--- config.mk ---
export PLATFORM = sky130hd
export DESIGN_NAME = fragment_value_reassembler
export DESIGN_NICKNAME = d
export VERILOG_FILES = /design/src/rtl/core/frv_pkg.sv /design/src/rtl/core/frv_ram.sv /design/src/rtl/core/frv_front.sv /design/src/rtl/core/frv_queue.sv /design/src/rtl/core/frv_back.sv /design/src/rtl/core/fragment_value_reassembler.sv
export SDC_FILE = /design/constraint.sdc
export NUM_CORES = 2
export LEC_CHECK = 0
export ABC_AREA = 1
export BUFFER_PORTS_ARGS = -buffer_cell sky130_fd_sc_hd__buf_2
export CAP_MARGIN = 20
export CORE_MARGIN = 5
export CORE_UTILIZATION = 60
export CTS_BUF_LIST = sky130_fd_sc_hd__clkbuf_4
export CTS_CLUSTER_SIZE = 14
export DETAILED_ROUTE_END_ITERATION = 12
export MAX_ROUTING_LAYER = met4
export PLACE_DENSITY = 0.78
export SYNTH_ARGS = -nofsm -noshare
export SYNTH_HDL_FRONTEND = slang
export SYNTH_SLANG_ARGS = --single-unit
--- constraint.sdc ---
create_clock -name clk -period 8.6 [get_ports clk]
set_input_delay 1.29 -clock clk [delete_from_list [all_inputs] [get_ports clk]]
set_output_delay 1.29 -clock clk [all_outputs]
set_load 0.01 [all_outputs]
--- src/rtl/core/frv_pkg.sv ---
// ----------------------------------------------------------------------------
// frv_pkg
// Shared types, codes and constants of the fragment value reassembler.
// ----------------------------------------------------------------------------
package frv_pkg;

  localparam int DONE_DEPTH_DEFAULT = 8;
  localparam int QUEUE_DEPTH = 2;
  localparam int ROWS = 16;
  localparam int MAX_LEN = 47;
  localparam int CFG_INDEX_W = 3;
  localparam int CFG_DATA_W = 48;

  localparam logic [23:0] MAGIC_WORD = 24'h234248;

  // Register indexes of the configuration port.
  localparam logic [CFG_INDEX_W-1:0] REG_OWN_ADDRESS    = 3'd0;
  localparam logic [CFG_INDEX_W-1:0] REG_TIMEOUT_MS     = 3'd1;
  localparam logic [CFG_INDEX_W-1:0] REG_CODE_TOKEN     = 3'd2;
  localparam logic [CFG_INDEX_W-1:0] REG_CODE_TOKEN_MAX = 3'd3;
  localparam logic [CFG_INDEX_W-1:0] REG_CODE_TIME      = 3'd4;
  localparam logic [CFG_INDEX_W-1:0] REG_CODE_NICKNAME  = 3'd5;
  localparam logic [CFG_INDEX_W-1:0] REG_CODE_AVATAR    = 3'd6;

  // Result status codes.
  localparam logic [1:0] ST_IGNORE = 2'd0;
  localparam logic [1:0] ST_MORE   = 2'd1;
  localparam logic [1:0] ST_DONE   = 2'd2;
  localparam logic [1:0] ST_ERROR  = 2'd3;

  // Front classification of a request.
  localparam logic [1:0] CLS_IGNORE = 2'd0;
  localparam logic [1:0] CLS_ERROR  = 2'd1;
  localparam logic [1:0] CLS_GO     = 2'd2;

  // Value kinds.
  localparam logic [2:0] K_TOKEN     = 3'd0;
  localparam logic [2:0] K_TOKEN_MAX = 3'd1;
  localparam logic [2:0] K_TIME      = 3'd2;
  localparam logic [2:0] K_NICKNAME  = 3'd3;
  localparam logic [2:0] K_AVATAR    = 3'd4;
  localparam logic [2:0] K_UNKNOWN   = 3'd5;

  typedef struct packed {
    logic [23:0] header_magic;
    logic [7:0]  field_code;
    logic [47:0] dest_address;
    logic [15:0] txn;
    logic [7:0]  frag_index;
    logic [7:0]  frag_count;
    logic [7:0]  claimed_len;
    logic [23:0] payload;
    logic        mac_ok;
    logic [31:0] now_ms;
  } item_t;

  typedef struct packed {
    logic [1:0]  status;
    logic [7:0]  value_field;
    logic [15:0] value_txn;
    logic [5:0]  value_len;
    logic [7:0]  value_byte;
    logic        last;
  } result_t;

  typedef struct packed {
    logic [47:0] own_address;
    logic [31:0] timeout_ms;
    logic [7:0]  code_token;
    logic [7:0]  code_token_max;
    logic [7:0]  code_time;
    logic [7:0]  code_nickname;
    logic [7:0]  code_avatar;
  } cfg_t;

  // A classified request as it travels from the front to the back.
  typedef struct packed {
    logic [1:0]  cls;
    logic [2:0]  kind;
    logic [7:0]  field;
    logic [15:0] txn;
    logic [3:0]  index;
    logic [4:0]  count;
    logic [5:0]  total;
    logic [23:0] payload;
    logic [31:0] now;
  } work_t;

endpackage

--- src/rtl/core/frv_ram.sv ---
// ----------------------------------------------------------------------------
// frv_ram
// Generic single write port, single read port RAM with registered read.
// ----------------------------------------------------------------------------
module frv_ram #(
  parameter int WIDTH = 8,
  parameter int DEPTH = 16,
  localparam int AW = (DEPTH > 1) ? $clog2(DEPTH) : 1
) (
  input  logic             clk,
  input  logic             we,
  input  logic [AW-1:0]    waddr,
  input  logic [WIDTH-1:0] wdata,
  input  logic             re,
  input  logic [AW-1:0]    raddr,
  output logic [WIDTH-1:0] rdata
);

  logic [WIDTH-1:0] mem [DEPTH];

  always_ff @(posedge clk) begin
    if (we) begin
      mem[waddr] <= wdata;
    end
    if (re) begin
      rdata <= mem[raddr];
    end
  end

endmodule

--- src/rtl/core/frv_front.sv ---
// ----------------------------------------------------------------------------
// frv_front
// Accepts requests and classifies them: header, address, tag, shape, padding.
// ----------------------------------------------------------------------------
module frv_front (
  input  logic           clk,
  input  logic           rst,
  input  logic           start,
  output logic           busy,
  input  frv_pkg::item_t item,
  input  frv_pkg::cfg_t  cfg,
  output logic           push,
  output frv_pkg::work_t push_data,
  input  logic           q_full
);
  import frv_pkg::*;

  logic        fe_valid;
  work_t       fe_q;
  logic [2:0]  kind;
  logic        shape_ok;
  logic        cnt_ok;
  logic        pad_ok;
  logic [9:0]  cnt3;
  logic [9:0]  tot2;
  logic [7:0]  used;
  logic        is_last;
  logic [1:0]  cls;
  logic        accept;

  always_comb begin
    if (item.field_code == cfg.code_token) kind = K_TOKEN;
    else if (item.field_code == cfg.code_token_max) kind = K_TOKEN_MAX;
    else if (item.field_code == cfg.code_time) kind = K_TIME;
    else if (item.field_code == cfg.code_nickname) kind = K_NICKNAME;
    else if (item.field_code == cfg.code_avatar) kind = K_AVATAR;
    else kind = K_UNKNOWN;

    case (kind)
      K_TOKEN, K_TOKEN_MAX, K_TIME: shape_ok = (item.claimed_len == 8'd4);
      K_NICKNAME: shape_ok = (item.claimed_len >= 8'd1) && (item.claimed_len <= 8'd47);
      K_AVATAR:   shape_ok = (item.claimed_len >= 8'd1) && (item.claimed_len <= 8'd15);
      default:    shape_ok = 1'b0;
    endcase

    // count must equal ceil(total / 3): 3*count - 2 <= total <= 3*count.
    cnt3 = 10'(item.frag_count) * 10'd3;
    tot2 = 10'(item.claimed_len) + 10'd2;
    cnt_ok = (item.frag_count != 8'd0) && (item.frag_count <= 8'd16) &&
             (item.frag_index < item.frag_count) &&
             (10'(item.claimed_len) <= cnt3) && (tot2 >= cnt3);

    is_last = (item.frag_index == item.frag_count - 8'd1);
    used = item.claimed_len - 8'(item.frag_index * 8'd3);
    pad_ok = !is_last ||
             (((used >= 8'd2) || (item.payload[15:8] == 8'd0)) &&
              ((used >= 8'd3) || (item.payload[23:16] == 8'd0)));

    if ((item.header_magic != MAGIC_WORD) || (item.dest_address != cfg.own_address)) begin
      cls = CLS_IGNORE;
    end else if (!item.mac_ok || !(shape_ok && cnt_ok && pad_ok)) begin
      cls = CLS_ERROR;
    end else begin
      cls = CLS_GO;
    end
  end

  assign busy = fe_valid && q_full;
  assign accept = start && !busy;
  assign push = fe_valid && !q_full;
  assign push_data = fe_q;

  always_ff @(posedge clk) begin
    if (rst) begin
      fe_valid <= 1'b0;
    end else if (accept) begin
      fe_valid <= 1'b1;
    end else if (push) begin
      fe_valid <= 1'b0;
    end
  end

  always_ff @(posedge clk) begin
    if (accept) begin
      fe_q.cls     <= cls;
      fe_q.kind    <= kind;
      fe_q.field   <= item.field_code;
      fe_q.txn     <= item.txn;
      fe_q.index   <= item.frag_index[3:0];
      fe_q.count   <= item.frag_count[4:0];
      fe_q.total   <= item.claimed_len[5:0];
      fe_q.payload <= item.payload;
      fe_q.now     <= item.now_ms;
    end
  end

endmodule

--- src/rtl/core/frv_queue.sv ---
// ----------------------------------------------------------------------------
// frv_queue
// Short queue of classified requests between the front and the back.
// ----------------------------------------------------------------------------
module frv_queue (
  input  logic           clk,
  input  logic           rst,
  input  logic           push,
  input  frv_pkg::work_t push_data,
  output logic           full,
  input  logic           pop,
  output logic           valid,
  output frv_pkg::work_t pop_data
);
  import frv_pkg::*;

  localparam int QAW = (QUEUE_DEPTH > 1) ? $clog2(QUEUE_DEPTH) : 1;
  localparam int QCW = $clog2(QUEUE_DEPTH + 1);

  work_t            entries [QUEUE_DEPTH];
  logic [QAW-1:0]   wr_ptr;
  logic [QAW-1:0]   rd_ptr;
  logic [QCW-1:0]   fill;

  assign full = (fill == QCW'(QUEUE_DEPTH));
  assign valid = (fill != '0);
  assign pop_data = entries[rd_ptr];

  always_ff @(posedge clk) begin
    if (rst) begin
      wr_ptr <= '0;
      rd_ptr <= '0;
      fill <= '0;
    end else begin
      if (push) begin
        wr_ptr <= (wr_ptr == QAW'(QUEUE_DEPTH - 1)) ? '0 : wr_ptr + QAW'(1);
      end
      if (pop) begin
        rd_ptr <= (rd_ptr == QAW'(QUEUE_DEPTH - 1)) ? '0 : rd_ptr + QAW'(1);
      end
      if (push && !pop) begin
        fill <= fill + QCW'(1);
      end else if (pop && !push) begin
        fill <= fill - QCW'(1);
      end
    end
  end

  always_ff @(posedge clk) begin
    if (push) begin
      entries[wr_ptr] <= push_data;
    end
  end

endmodule

--- src/rtl/core/frv_back.sv ---
// ----------------------------------------------------------------------------
// frv_back
// Sequencer: done ring search, timeout, assembly, validation and emission.
// ----------------------------------------------------------------------------
module frv_back #(
  parameter int DONE_DEPTH = frv_pkg::DONE_DEPTH_DEFAULT
) (
  input  logic             clk,
  input  logic             rst,
  input  frv_pkg::cfg_t    cfg,
  input  logic             q_valid,
  input  frv_pkg::work_t   q_data,
  output logic             pop,
  output logic             result_valid,
  output frv_pkg::result_t result
);
  import frv_pkg::*;

  localparam int AW = (DONE_DEPTH > 1) ? $clog2(DONE_DEPTH) : 1;
  localparam int FW = $clog2(DONE_DEPTH + 1);

  localparam logic [3:0] S_IDLE  = 4'd0;
  localparam logic [3:0] S_SREQ  = 4'd1;
  localparam logic [3:0] S_SCMP  = 4'd2;
  localparam logic [3:0] S_ASM   = 4'd3;
  localparam logic [3:0] S_ACMP  = 4'd4;
  localparam logic [3:0] S_VREQ  = 4'd5;
  localparam logic [3:0] S_VBYTE = 4'd6;
  localparam logic [3:0] S_VEND  = 4'd7;
  localparam logic [3:0] S_EREQ  = 4'd8;
  localparam logic [3:0] S_EBYTE = 4'd9;

  logic [3:0]    state;
  work_t         w;
  logic          assembling;
  logic [7:0]    cur_field;
  logic [15:0]   cur_txn;
  logic [4:0]    cur_count;
  logic [5:0]    cur_total;
  logic [15:0]   got_mask;
  logic [31:0]   last_time;
  logic [AW-1:0] done_ptr;
  logic [FW-1:0] done_fill;
  logic [AW-1:0] sidx;
  logic [3:0]    row;
  logic [1:0]    col;
  logic [5:0]    k;
  logic          ok;
  logic          word_nz;
  logic [1:0]    need;
  logic [20:0]   cp;
  logic [16:0]   cp_lo;

  logic          vs_we;
  logic          vs_re;
  logic [3:0]    vs_raddr;
  logic [23:0]   vs_rdata;
  logic          dr_we;
  logic          dr_re;
  logic [23:0]   dr_rdata;

  logic [31:0]   elapsed;
  logic          timed_out;
  logic          fresh;
  logic [15:0]   bit_sel;
  logic [15:0]   mask_new;
  logic [15:0]   full_mask;
  logic [7:0]    c;
  logic          c_name_ok;
  logic [20:0]   cp_cont;
  logic          byte_last;

  frv_ram #(.WIDTH(24), .DEPTH(ROWS)) u_value_store (
    .clk   (clk),
    .we    (vs_we),
    .waddr (w.index),
    .wdata (w.payload),
    .re    (vs_re),
    .raddr (vs_raddr),
    .rdata (vs_rdata)
  );

  frv_ram #(.WIDTH(24), .DEPTH(DONE_DEPTH)) u_done_ring (
    .clk   (clk),
    .we    (dr_we),
    .waddr (done_ptr),
    .wdata ({w.field, w.txn}),
    .re    (dr_re),
    .raddr (sidx),
    .rdata (dr_rdata)
  );

  always_comb begin
    elapsed = w.now - last_time;
    timed_out = assembling && (elapsed >= cfg.timeout_ms);
    fresh = !assembling || timed_out || (cur_field != w.field) || (cur_txn != w.txn);
    bit_sel = 16'(17'd1 << w.index);
    mask_new = got_mask | bit_sel;
    full_mask = 16'((17'd1 << w.count) - 17'd1);
    c = vs_rdata[8*col +: 8];
    c_name_ok = ((c >= "a") && (c <= "z")) || ((c >= "0") && (c <= "9")) ||
                (c == "_") || (c == "-");
    cp_cont = {cp[14:0], c[5:0]};
    byte_last = ((k + 6'd1) == w.total);
    pop = (state == S_IDLE) && q_valid;
    vs_we = (state == S_ACMP) && !got_mask[w.index];
    vs_re = (state == S_ASM) || (state == S_VREQ) || (state == S_EREQ);
    vs_raddr = (state == S_ASM) ? w.index : row;
    dr_re = (state == S_SREQ);
    dr_we = (state == S_EBYTE) && byte_last;
  end

  always_ff @(posedge clk) begin
    if (rst) begin
      state <= S_IDLE;
      assembling <= 1'b0;
      cur_field <= '0;
      cur_txn <= '0;
      cur_count <= '0;
      cur_total <= '0;
      got_mask <= '0;
      last_time <= '0;
      done_ptr <= '0;
      done_fill <= '0;
      result_valid <= 1'b0;
    end else begin
      result_valid <= 1'b0;
      case (state)
        S_IDLE: begin
          if (q_valid) begin
            sidx <= '0;
            if (q_data.cls == CLS_IGNORE) begin
              result_valid <= 1'b1;
              result <= '{ST_IGNORE, 8'd0, 16'd0, 6'd0, 8'd0, 1'b1};
            end else if (q_data.cls == CLS_ERROR) begin
              result_valid <= 1'b1;
              result <= '{ST_ERROR, 8'd0, 16'd0, 6'd0, 8'd0, 1'b1};
            end else if (done_fill == '0) begin
              state <= S_ASM;
            end else begin
              state <= S_SREQ;
            end
          end
        end
        S_SREQ: state <= S_SCMP;
        S_SCMP: begin
          if (dr_rdata == {w.field, w.txn}) begin
            result_valid <= 1'b1;
            result <= '{ST_IGNORE, 8'd0, 16'd0, 6'd0, 8'd0, 1'b1};
            state <= S_IDLE;
          end else if ((FW'(sidx) + FW'(1)) == done_fill) begin
            state <= S_ASM;
          end else begin
            sidx <= sidx + AW'(1);
            state <= S_SREQ;
          end
        end
        S_ASM: begin
          if (fresh) begin
            assembling <= 1'b1;
            cur_field <= w.field;
            cur_txn <= w.txn;
            cur_count <= w.count;
            cur_total <= w.total;
            got_mask <= '0;
            last_time <= w.now;
            state <= S_ACMP;
          end else if ((cur_count != w.count) || (cur_total != w.total)) begin
            assembling <= 1'b0;
            got_mask <= '0;
            cur_count <= '0;
            cur_total <= '0;
            result_valid <= 1'b1;
            result <= '{ST_ERROR, 8'd0, 16'd0, 6'd0, 8'd0, 1'b1};
            state <= S_IDLE;
          end else begin
            last_time <= w.now;
            state <= S_ACMP;
          end
        end
        S_ACMP: begin
          if (got_mask[w.index]) begin
            result_valid <= 1'b1;
            state <= S_IDLE;
            if (vs_rdata != w.payload) begin
              assembling <= 1'b0;
              got_mask <= '0;
              cur_count <= '0;
              cur_total <= '0;
              result <= '{ST_ERROR, 8'd0, 16'd0, 6'd0, 8'd0, 1'b1};
            end else begin
              result <= '{ST_MORE, 8'd0, 16'd0, 6'd0, 8'd0, 1'b1};
            end
          end else begin
            got_mask <= mask_new;
            if (mask_new != full_mask) begin
              result_valid <= 1'b1;
              result <= '{ST_MORE, 8'd0, 16'd0, 6'd0, 8'd0, 1'b1};
              state <= S_IDLE;
            end else begin
              row <= '0;
              col <= '0;
              k <= '0;
              ok <= 1'b1;
              word_nz <= 1'b0;
              need <= '0;
              state <= S_VREQ;
            end
          end
        end
        S_VREQ: begin
          col <= '0;
          state <= S_VBYTE;
        end
        S_VBYTE: begin
          if ((k < 6'd4) && (c != 8'd0)) begin
            word_nz <= 1'b1;
          end
          if ((w.kind == K_AVATAR) && !c_name_ok) begin
            ok <= 1'b0;
          end
          if (w.kind == K_NICKNAME) begin
            if (need == 2'd0) begin
              if (c == 8'd0) begin
                ok <= 1'b0;
              end else if (c[7] == 1'b0) begin
                need <= 2'd0;
              end else if (c[7:5] == 3'b110) begin
                need <= 2'd1;
                cp <= 21'(c[4:0]);
                cp_lo <= 17'h00080;
              end else if (c[7:4] == 4'b1110) begin
                need <= 2'd2;
                cp <= 21'(c[3:0]);
                cp_lo <= 17'h00800;
              end else if (c[7:3] == 5'b11110) begin
                need <= 2'd3;
                cp <= 21'(c[2:0]);
                cp_lo <= 17'h10000;
              end else begin
                ok <= 1'b0;
              end
            end else begin
              if (c[7:6] != 2'b10) begin
                ok <= 1'b0;
              end
              cp <= cp_cont;
              need <= need - 2'd1;
              if ((need == 2'd1) &&
                  ((cp_cont < 21'(cp_lo)) || (cp_cont > 21'h10ffff) ||
                   ((cp_cont >= 21'h00d800) && (cp_cont <= 21'h00dfff)))) begin
                ok <= 1'b0;
              end
            end
          end
          k <= k + 6'd1;
          if (byte_last) begin
            state <= S_VEND;
          end else if (col == 2'd2) begin
            row <= row + 4'd1;
            state <= S_VREQ;
          end else begin
            col <= col + 2'd1;
          end
        end
        S_VEND: begin
          if (!ok || ((w.kind == K_NICKNAME) && (need != 2'd0)) ||
              (((w.kind == K_TOKEN_MAX) || (w.kind == K_TIME)) && !word_nz)) begin
            assembling <= 1'b0;
            got_mask <= '0;
            cur_count <= '0;
            cur_total <= '0;
            result_valid <= 1'b1;
            result <= '{ST_ERROR, 8'd0, 16'd0, 6'd0, 8'd0, 1'b1};
            state <= S_IDLE;
          end else begin
            row <= '0;
            k <= '0;
            state <= S_EREQ;
          end
        end
        S_EREQ: begin
          col <= '0;
          state <= S_EBYTE;
        end
        S_EBYTE: begin
          result_valid <= 1'b1;
          result <= '{ST_DONE, w.field, w.txn, w.total, c, byte_last};
          k <= k + 6'd1;
          if (byte_last) begin
            done_ptr <= (done_ptr == AW'(DONE_DEPTH - 1)) ? '0 : done_ptr + AW'(1);
            if (done_fill != FW'(DONE_DEPTH)) begin
              done_fill <= done_fill + FW'(1);
            end
            assembling <= 1'b0;
            got_mask <= '0;
            cur_count <= '0;
            cur_total <= '0;
            state <= S_IDLE;
          end else if (col == 2'd2) begin
            row <= row + 4'd1;
            state <= S_EREQ;
          end else begin
            col <= col + 2'd1;
          end
        end
        default: state <= S_IDLE;
      endcase
    end
  end

  always_ff @(posedge clk) begin
    if (pop) begin
      w <= q_data;
    end
  end

`ifndef SYNTHESIS
  a_mask_needs_assembly: assert property (@(posedge clk) disable iff (rst)
    !assembling |-> (got_mask == 16'd0))
    else $error("fragment mask set with no open assembly");
  a_fill_bounded: assert property (@(posedge clk) disable iff (rst)
    done_fill <= FW'(DONE_DEPTH))
    else $error("done ring fill count beyond its depth");
  a_single_result_last: assert property (@(posedge clk) disable iff (rst)
    result_valid && (result.status != ST_DONE) |-> result.last)
    else $error("a lone status result must be marked last");
  a_pop_only_idle: assert property (@(posedge clk) disable iff (rst)
    pop |=> (result_valid || (state != S_IDLE)))
    else $error("a popped request left no trace");
`endif

endmodule

--- src/rtl/core/fragment_value_reassembler.sv ---
// ----------------------------------------------------------------------------
// fragment_value_reassembler
// Reassembles addressed broadcast values from three-byte fragments.
// ----------------------------------------------------------------------------
// Usage. A request (one fragment) is taken at a rising edge where start is
// high and busy is low. The front stage checks header, address, tag flag,
// shape and padding and hands the request to a two-entry queue;
// the back sequencer pops it and carries it out. Every request yields one
// result with last set, except a completing fragment, which yields one
// result per value byte (status complete) with last on the final byte.
// Results appear on result for exactly one cycle each, marked by
// result_valid; the receiver cannot stall them, so none are ever held back.
// A request that the front classes ignore or error is answered directly;
// any other is first searched for in the done ring, entry by entry, and
// then takes the assembly step. A completing request then walks the value
// twice, once to validate and once to emit, three bytes per value store
// row each pass. Configuration is written through cfg_we, cfg_index and
// cfg_data; the user must write it only while the block is idle, which the
// block itself does not enforce. A synchronous reset empties the queue,
// closes any open assembly and forgets every completed value; no clearing
// pass is needed.
// ----------------------------------------------------------------------------
module fragment_value_reassembler #(
  parameter int DONE_DEPTH = frv_pkg::DONE_DEPTH_DEFAULT
) (
  input  logic                                clk,
  input  logic                                rst,
  input  logic                                start,
  output logic                                busy,
  input  frv_pkg::item_t                      item,
  output logic                                result_valid,
  output frv_pkg::result_t                    result,
  input  logic                                cfg_we,
  input  logic [frv_pkg::CFG_INDEX_W-1:0]     cfg_index,
  input  logic [frv_pkg::CFG_DATA_W-1:0]      cfg_data
);
  import frv_pkg::*;

  cfg_t  cfg;
  logic  push;
  work_t push_data;
  logic  q_full;
  logic  q_valid;
  logic  pop;
  work_t q_data;

  // Configuration registers; indexes beyond the list are dropped.
  always_ff @(posedge clk) begin
    if (rst) begin
      cfg.own_address <= '0;
      cfg.timeout_ms <= 32'd5000;
      cfg.code_token <= 8'd0;
      cfg.code_token_max <= 8'd1;
      cfg.code_time <= 8'd2;
      cfg.code_nickname <= 8'd3;
      cfg.code_avatar <= 8'd4;
    end else if (cfg_we) begin
      case (cfg_index)
        REG_OWN_ADDRESS:    cfg.own_address <= cfg_data;
        REG_TIMEOUT_MS:     cfg.timeout_ms <= cfg_data[31:0];
        REG_CODE_TOKEN:     cfg.code_token <= cfg_data[7:0];
        REG_CODE_TOKEN_MAX: cfg.code_token_max <= cfg_data[7:0];
        REG_CODE_TIME:      cfg.code_time <= cfg_data[7:0];
        REG_CODE_NICKNAME:  cfg.code_nickname <= cfg_data[7:0];
        REG_CODE_AVATAR:    cfg.code_avatar <= cfg_data[7:0];
        default: ;
      endcase
    end
  end

  // The front classifies each request as it arrives.
  frv_front u_front (
    .clk       (clk),
    .rst       (rst),
    .start     (start),
    .busy      (busy),
    .item      (item),
    .cfg       (cfg),
    .push      (push),
    .push_data (push_data),
    .q_full    (q_full)
  );

  // The queue lets the front keep taking requests while the back is busy, until the queue fills.
  frv_queue u_queue (
    .clk       (clk),
    .rst       (rst),
    .push      (push),
    .push_data (push_data),
    .full      (q_full),
    .pop       (pop),
    .valid     (q_valid),
    .pop_data  (q_data)
  );

  // The back does the ring search, assembly, validation and emission.
  frv_back #(.DONE_DEPTH(DONE_DEPTH)) u_back (
    .clk          (clk),
    .rst          (rst),
    .cfg          (cfg),
    .q_valid      (q_valid),
    .q_data       (q_data),
    .pop          (pop),
    .result_valid (result_valid),
    .result       (result)
  );

endmodule
# After elaboration in Yosys (flattened, before gate mapping)
# Memories as Yosys holds them, arrays and structs flattened. A register that Yosys moved wholly into a read port is not among the register bits.
# Index checks and enable logic that the tools add are counted.
# word_totals
out_inout_bits,43
ff_bits,497
word_cells,439
memories,3
mem_bits_ro,0
inputBits,232
ram_bits,776
latchBits,0
# memory_table
memory,words,width,rd,rd_clocked_by_memory_dff,write_ports,line_no,rtl
u_back.u_value_store.mem,16,24,1,1,1,frv_ram.sv:19,logic [WIDTH-1:0] mem [DEPTH];
u_queue.entries,2,100,1,1,1,frv_queue.sv:20,work_t entries [QUEUE_DEPTH];
u_back.u_done_ring.mem,8,24,1,1,1,frv_ram.sv:19,
# classes
shifts,3
eq_ne,85
reduce_logical,107
n_mul,2
n_addsub,17
n_mux,144
bitwise_logic,3
order_cmp,20
n_div,0
# op_table
op,n
2-to-1 mux 41 bit,10
one-hot mux 41 bit (6 select lines),1
2-to-1 mux 16 bit,6
2-to-1 mux 15 bit,6
2-to-1 mux 4 bit,17
2-to-1 mux 32 bit,2
one-hot mux 16 bit (4 select lines),1
2-to-1 mux 6 bit,9
equality test 8 bit,6
inequality test 48 bit,1
2-to-1 mux 1 bit,44
one-hot mux 4 bit (10 select lines),1
greater-or-equal comparator 32 bit,1
2-to-1 mux 2 bit,16
inequality test 16 bit,2
subtractor 32 bit,1
2-to-1 mux 3 bit,10
2-to-1 mux 5 bit,6
inequality test 2 bit (second input constant),15
logical AND 1 bit,26
AND reduction 5 bit,5
equality test 24 bit,1
logical NOT 8 bit,3
inequality test 24 x 22 -> 1 bit (second input constant),1
other kinds (92),190

# Depth between registers and ports, before layout
# logic_depth
depth_word,17
mapped_depth,32
depth_no_buf,31

# Modules after synthesis
# From an unflattened synthesis, not the netlist that was laid out.
# unflattened
hier_cells,5988
area_unflattened_um2,60733.2
# modules_own_cells
mod,cells_per_inst,area_per_inst_um2,seq_area_each_um2,instances
frv_ram at u_back.u_value_store,1597,17191.5,12251.8,1
frv_back,1763,14989.4,7206.9,1
frv_ram at u_back.u_done_ring,872,9146.3,6486.2,1
frv_queue,344,7945.1,6105.9,1
frv_front,707,6635.1,3022.9,1
fragment_value_reassembler,705,4825.9,2402.3,1

# Worst setup path before layout
# OpenSTA, ideal clock, no wires.
# synth_path
kind,reg-to-reg
startpoint,reg u_back.state[3]
endpoint,reg u_queue.fill[1]
synth_period_minus_slack_ps,6209
arrival_ps,6087
slack_ps,2391
stages_incl_launch_ff,13
cell_sequence,dfxtp_1 -> buf_2 -> nor2_1 -> inv_2 -> nor2_1 -> inv_1 -> nor2_1 -> inv_1 -> ha_1 -> a21oi_1 -> o21ai_0 -> o21ai_0 -> a21oi_1
# synth_via
elab_chain_cells,5
elab_cells_between_ends,7
cone_classes,1 x mux; 6 x reduce/logical
# synth_rtl
item,line_no,rtl
"start, declared",frv_back.sv:33,logic [3:0] state;
"start signal, assigned",frv_back.sv:115,state <= S_IDLE;
"start signal, assigned",frv_back.sv:139,state <= S_ASM;
"start signal, assigned",frv_back.sv:141,state <= S_SREQ;
logical NOT 4 bit *,frv_back.sv:105,pop = (state == S_IDLE) && q_valid;
logical AND 1 bit *,frv_back.sv:105,
via pop,fragment_value_reassembler.sv:44,logic pop;
logical NOT 1 bit,frv_queue.sv:41,if (push && !pop) begin
logical AND 1 bit,frv_queue.sv:41,
2-to-1 mux 2 bit / nonzero test 2 bit (equally long branches),n/a,
"end signal, assigned",frv_queue.sv:42,fill <= fill + QCW'(1);
"end signal, assigned",frv_queue.sv:44,fill <= fill - QCW'(1);
"end, declared",frv_queue.sv:23,logic [QCW-1:0] fill;
# The timed path passes the listed nets; every way through them passes the cells marked *.
# A chain may end at the register's enable or synchronous reset.

# Final worst setup path
# layout_path
startpoint,reg u_back.w[2] in the netlist's numbering
endpoint,reg u_back.result[23] (netlist name)
# layout_via
elab_chain_cells,8
# layout_rtl
item,line_no,rtl
"start, declared",frv_back.sv:34,work_t w;
"start signal, assigned",frv_back.sv:314,w <= q_data;
subtractor 32 bit,frv_back.sv:94,elapsed = w.now - last_time;
greater-or-equal comparator 32 bit,frv_back.sv:95,timed_out = assembling && (elapsed >= cfg.timeout_ms);
logical AND 1 bit,frv_back.sv:95,
logical OR 1 bit (3 in series),frv_back.sv:96,fresh = !assembling || timed_out || (cur_field != w.field) || (cur_txn != w.txn);
inequality test 2 bit (no line),n/a,
AND reduction 9 bit (no line),n/a,
# Every way passes these cells.

==> parameters.txt <==
Parameter                              Value

Route
  Post-route ant nets ... 0
  Total wire length ... 133 mm
  Via-to-Cell Ratio ... 5.61
  First-iteration detailed-routing DRC count ... 4142
  Total DRC errors in the routed layout ... 0
  Total routed wire length on the met1 layer ... 54.7 mm
  Drt first pass iters ... 6
  Routed length on met2 ... 63.4 mm
  Detailed route wirelength on metal3 ... 11.1 mm
  Detail-routed net length per standard cell ... 18.7 um
  Vias after detailed routing ... 39700
  Highest Signal Layer ... met4

Setup path
  CP peak stage delay ... 0.63 ns
  CP Capture Type ... register
  Slowest stage cell, crit path ... sky130_fd_sc_hd__clkinv_1
  Most common cell on crit path ... sky130_fd_sc_hd__nand2_1
  Arrival time of the worst setup path ... 6.51 ns
  Critical path data required time ... 9.36 ns
  Buf+Inv Stages, Crit Path ... 3
  Worst Setup Start Kind ... register
  Maximum fanout encountered on the critical timing path ... 41
  Cell breakdown of the critical path ... ha_1 > a21oi_1 > nand2_1 > a21oi_1 > o21bai_1 > a31oi_1 > o21ai_0 > a21oi_1 > xnor2_1 > ha_1 > nand2_1 > inv_1 > nand2_1 > nand2_1 > nand2_1 > nand2_1 > a21oi_1 > nand3_1 > nor2_1 > nand3_1 > nand2_2 > clkinv_1 > nor2_4 > buf_4
  Crit path kind ... register to register
  Delay-heaviest family, CP ... compound AO/OA/AOI/OAI gates

Timing
  Setup violators final ... 0
  Share of the clock period used by the worst path ... 66.9%
  Number of hold violations in the final report ... 0
  Worst max-slew margin expressed relative to the limit ... 20.2%
  Post-route setup TNS ... 0 ns
  Final hold slack ... 0.298 ns
  Unrepaired setup endpoints after global routing ... no
  Max-slew violation count ... 0
  Final period demand of the worst path ... 5.75 ns
  Worst setup margin ... 2.85 ns
  Highest Clock Rate ... 0.174 GHz
  Worst Tran Pin Value ... 1.20 ns
  Fin Clk Skew ... 0.121 ns

Placed design
  Dpl ws ... 2.38 ns
  Number of placed cells counting well taps ... 6513
  Global placer's final weighted congestion ... 0.929
  Placed standard-cell area ... 59100 sq um
  Port bufs ... 274
  Placed wire-length estimate ... 83.2 mm

CTS
  Clock latency on the worst-skew pair ... 1.17 ns
  Reg clk slew, reported paths ... 0.07 ns
  Number of hold buffers added after cts ... 0
  Root Driver ... sky130_fd_sc_hd__clkbuf_4
  Number of buffers added for setup after CTS ... 0
  CTS H-tree lvls ... 5
  # resized after CTS ... 0
  TritonCTS clock tree ... built
  Max clock buf depth ... 4
  Number of sinks handled by clock tree synthesis ... 1322
  Number of clock buffers inserted by TritonCTS ... 336

Die
  Number of standard-cell rows in the floorplan ... 112
  # IOs ... 275
  DIE AREA ... 100000 sq um
  Horizontal die dimension ... 317 um
  Height of the die ... 317 um
  Core Area ... 93300 sq um
  Starting density of the core ... 60.5%

Pwr
  Power per Cell Area ... 268 nW/um^2
  Peak ir drop on the vdd network ... 0.176 mV
  Total power after layout ... 17.0 mW
  Static Leakage ... 24.2 nW

Global routing
  Pin count of the biggest net entering global routing ... 131
  Global-route wire length before repair ... 207 mm
  Antenna violations before repair ... 3
  Overall global routing resource usage ... 27.0%
  Vias in the first global route ... 38800
  Global route overflow ... 0

Final layout
  Area of the multi-input gates ... 16800 sq um
  Cell Count, Final, Fillers Out ... 7089
  Layout cell share with drive strength beyond 1 ... 16.3%
  Area of all placed cells without fillers ... 63300 sq um
  Layout Area Growth over Synthesis ... 12.1%
  Final standard cell utilization of the core ... 67.8%
  Count of filler cells inserted in the layout ... 6856
  Area used by sequential logic in the layout ... 37500 sq um
  Number of nets in the layout ... 5970

Yosys
  Post-synthesis net count ... 5506
  Proportion of synthesized flip-flops having asynchronous set or reset ... 0%
  Sequential area share after synthesis ... 66.4%
  Gate Count Post-Synth ... 5136
  Post-Synthesis Mean Instance Area ... 11.0 sq um
  Warnings from Yosys ... 0
  Total standard cell area after synthesis ... 56500 sq um
  Number of enable flip-flop cells after synthesis ... 1100
  Synthesized flop and latch total ... 1322
  Number of distinct standard cells referenced by the synthesized netlist ... 60
  Commonest register cell after synthesis ... sky130_fd_sc_hd__edfxtp_1

Worst hold path
  Type of the tightest min-delay check ... primary input to register

Run status
  Outcome ... complete, no violations

Job
  Number of max-cap violations ... 0
## per-layer routing
layer	vias up	track usage, %
li1	19000	-
met1	18900	36.2
met2	1652	41.9
met3	258	5.00
met4	0	10.0
met5	-	-
## cell usage in the layout (no fill, tap or decap), types with 51 or more instances in the layout
cell                       synthesis  layout
sky130_fd_sc_hd__nor2_1          867     846
sky130_fd_sc_hd__clkinv_1          4      68
sky130_fd_sc_hd__inv_1           373     370
sky130_fd_sc_hd__buf_2            49     274
sky130_fd_sc_hd__xor2_1           98      98
sky130_fd_sc_hd__clkbuf_4          0     483
sky130_fd_sc_hd__nand3_1         111     111
sky130_fd_sc_hd__nand2_1         799     799
sky130_fd_sc_hd__o21ai_0         481     481
sky130_fd_sc_hd__nand4_1          51      51
sky130_fd_sc_hd__o221ai_1         73      73
sky130_fd_sc_hd__ha_1            130     130
sky130_fd_sc_hd__dfxtp_1         222     221
sky130_fd_sc_hd__a21oi_1         183     183
sky130_fd_sc_hd__edfxtp_1       1100    1100
sky130_fd_sc_hd__buf_4             3      58
sky130_fd_sc_hd__o22ai_1          54      54
sky130_fd_sc_hd__xnor2_1          85      85
## final timing paths
check / from / to / slack (ns) / cells past startpoint
setup / recovery: u_back.w[2] / u_back.result[23] / 2.85 / 24
hold / removal: item[85] / u_front.push_data[75] / 0.30 / 1
setup reg to reg: u_back.w[2] / u_back.result[23] / 2.85 / 24
hold reg to reg: u_front.push_data[88] / u_queue.entries[1][88] / 0.39 / 0
## Yosys cell counts, drive strengths merged, types with 54 or more instances
master	count	area share, %
nand3	112	1.0
edfxtp	1100	58
a21oi	184	1.6
clkbuf	148	0.99
inv	392	2.6
ha	130	2.9
nand2	803	5.4
o221ai	73	1.1
xnor2	85	1.3
o22ai	54	0.60
nor2	880	6.0
dfxtp	222	7.9
xor2	98	1.5
buf	61	0.55
o21ai	521	4.6
## power breakdown
group          internal (mW)  leakage [nW]  switching, mW
Clock                   2.72          2.46           2.39
Combinational           1.09          9.89           2.19
Sequential              7.91          11.9          0.650
Total                   11.7          24.2           5.24
## worst reg2reg max path, cell delays in order, from the launching register on
cell                       delay, ns
sky130_fd_sc_hd__edfxtp_1       0.39
sky130_fd_sc_hd__ha_1           0.35
sky130_fd_sc_hd__a21oi_1        0.17
sky130_fd_sc_hd__nand2_1        0.10
sky130_fd_sc_hd__a21oi_1        0.35
sky130_fd_sc_hd__o21bai_1       0.23
sky130_fd_sc_hd__a31oi_1        0.27
sky130_fd_sc_hd__o21ai_0        0.19
sky130_fd_sc_hd__a21oi_1        0.21
sky130_fd_sc_hd__xnor2_1        0.15
sky130_fd_sc_hd__ha_1           0.27
sky130_fd_sc_hd__nand2_1        0.07
sky130_fd_sc_hd__inv_1          0.04
sky130_fd_sc_hd__nand2_1        0.05
sky130_fd_sc_hd__nand2_1        0.04
sky130_fd_sc_hd__nand2_1        0.05
sky130_fd_sc_hd__nand2_1        0.06
sky130_fd_sc_hd__a21oi_1        0.14
sky130_fd_sc_hd__nand3_1        0.20
sky130_fd_sc_hd__nor2_1         0.18
sky130_fd_sc_hd__nand3_1        0.10
sky130_fd_sc_hd__nand2_2        0.38
sky130_fd_sc_hd__clkinv_1       0.64
sky130_fd_sc_hd__nor2_4         0.24
sky130_fd_sc_hd__buf_4          0.51
## state kept, by name (all words and copies together), names as in the netlist, 24 cells and up, named ones only
| signal | cells |
|---|---|
| u_queue.entries | 200 |
| cfg | 120 |
| u_back.last_time | 32 |
| u_back.result | 41 |
| u_back.w | 98 |
| u_back.u_done_ring.rdata | 24 |
| u_back.u_value_store.mem | 384 |
| u_back.u_done_ring.mem | 192 |
| u_back.u_value_store.rdata | 24 |
| u_front.push_data | 100 |
## cell families (layout without fill, tap and decap cells)
logic type,count (synthesis),after routing,synth area share [%]
xor gates and xnor gates,184,184,2.88
other,0,3,0
AOI/OAI and AO/OA,941,941,9.42
buffers and inverters,605,1301,4.17
muxes,1,1,0.0177
and+or+nand+nor,1945,1945,14.0
adders and majority gates,138,138,3.16
DFF,1322,1322,66.4
## layout make-up
cell class | instances | area share, %
clock buffer | 483 | 5.73
sequential | 1322 | 59.2
tap | 1254 | 2.48
timing repair buffer | 335 | 2.96
antenna | 3 | 0.0119
multi-input combinational | 3209 | 26.5
clock inverter | 87 | 0.749
inverter | 396 | 2.36
Note: power is estimated with default switching activity, not from simulation.
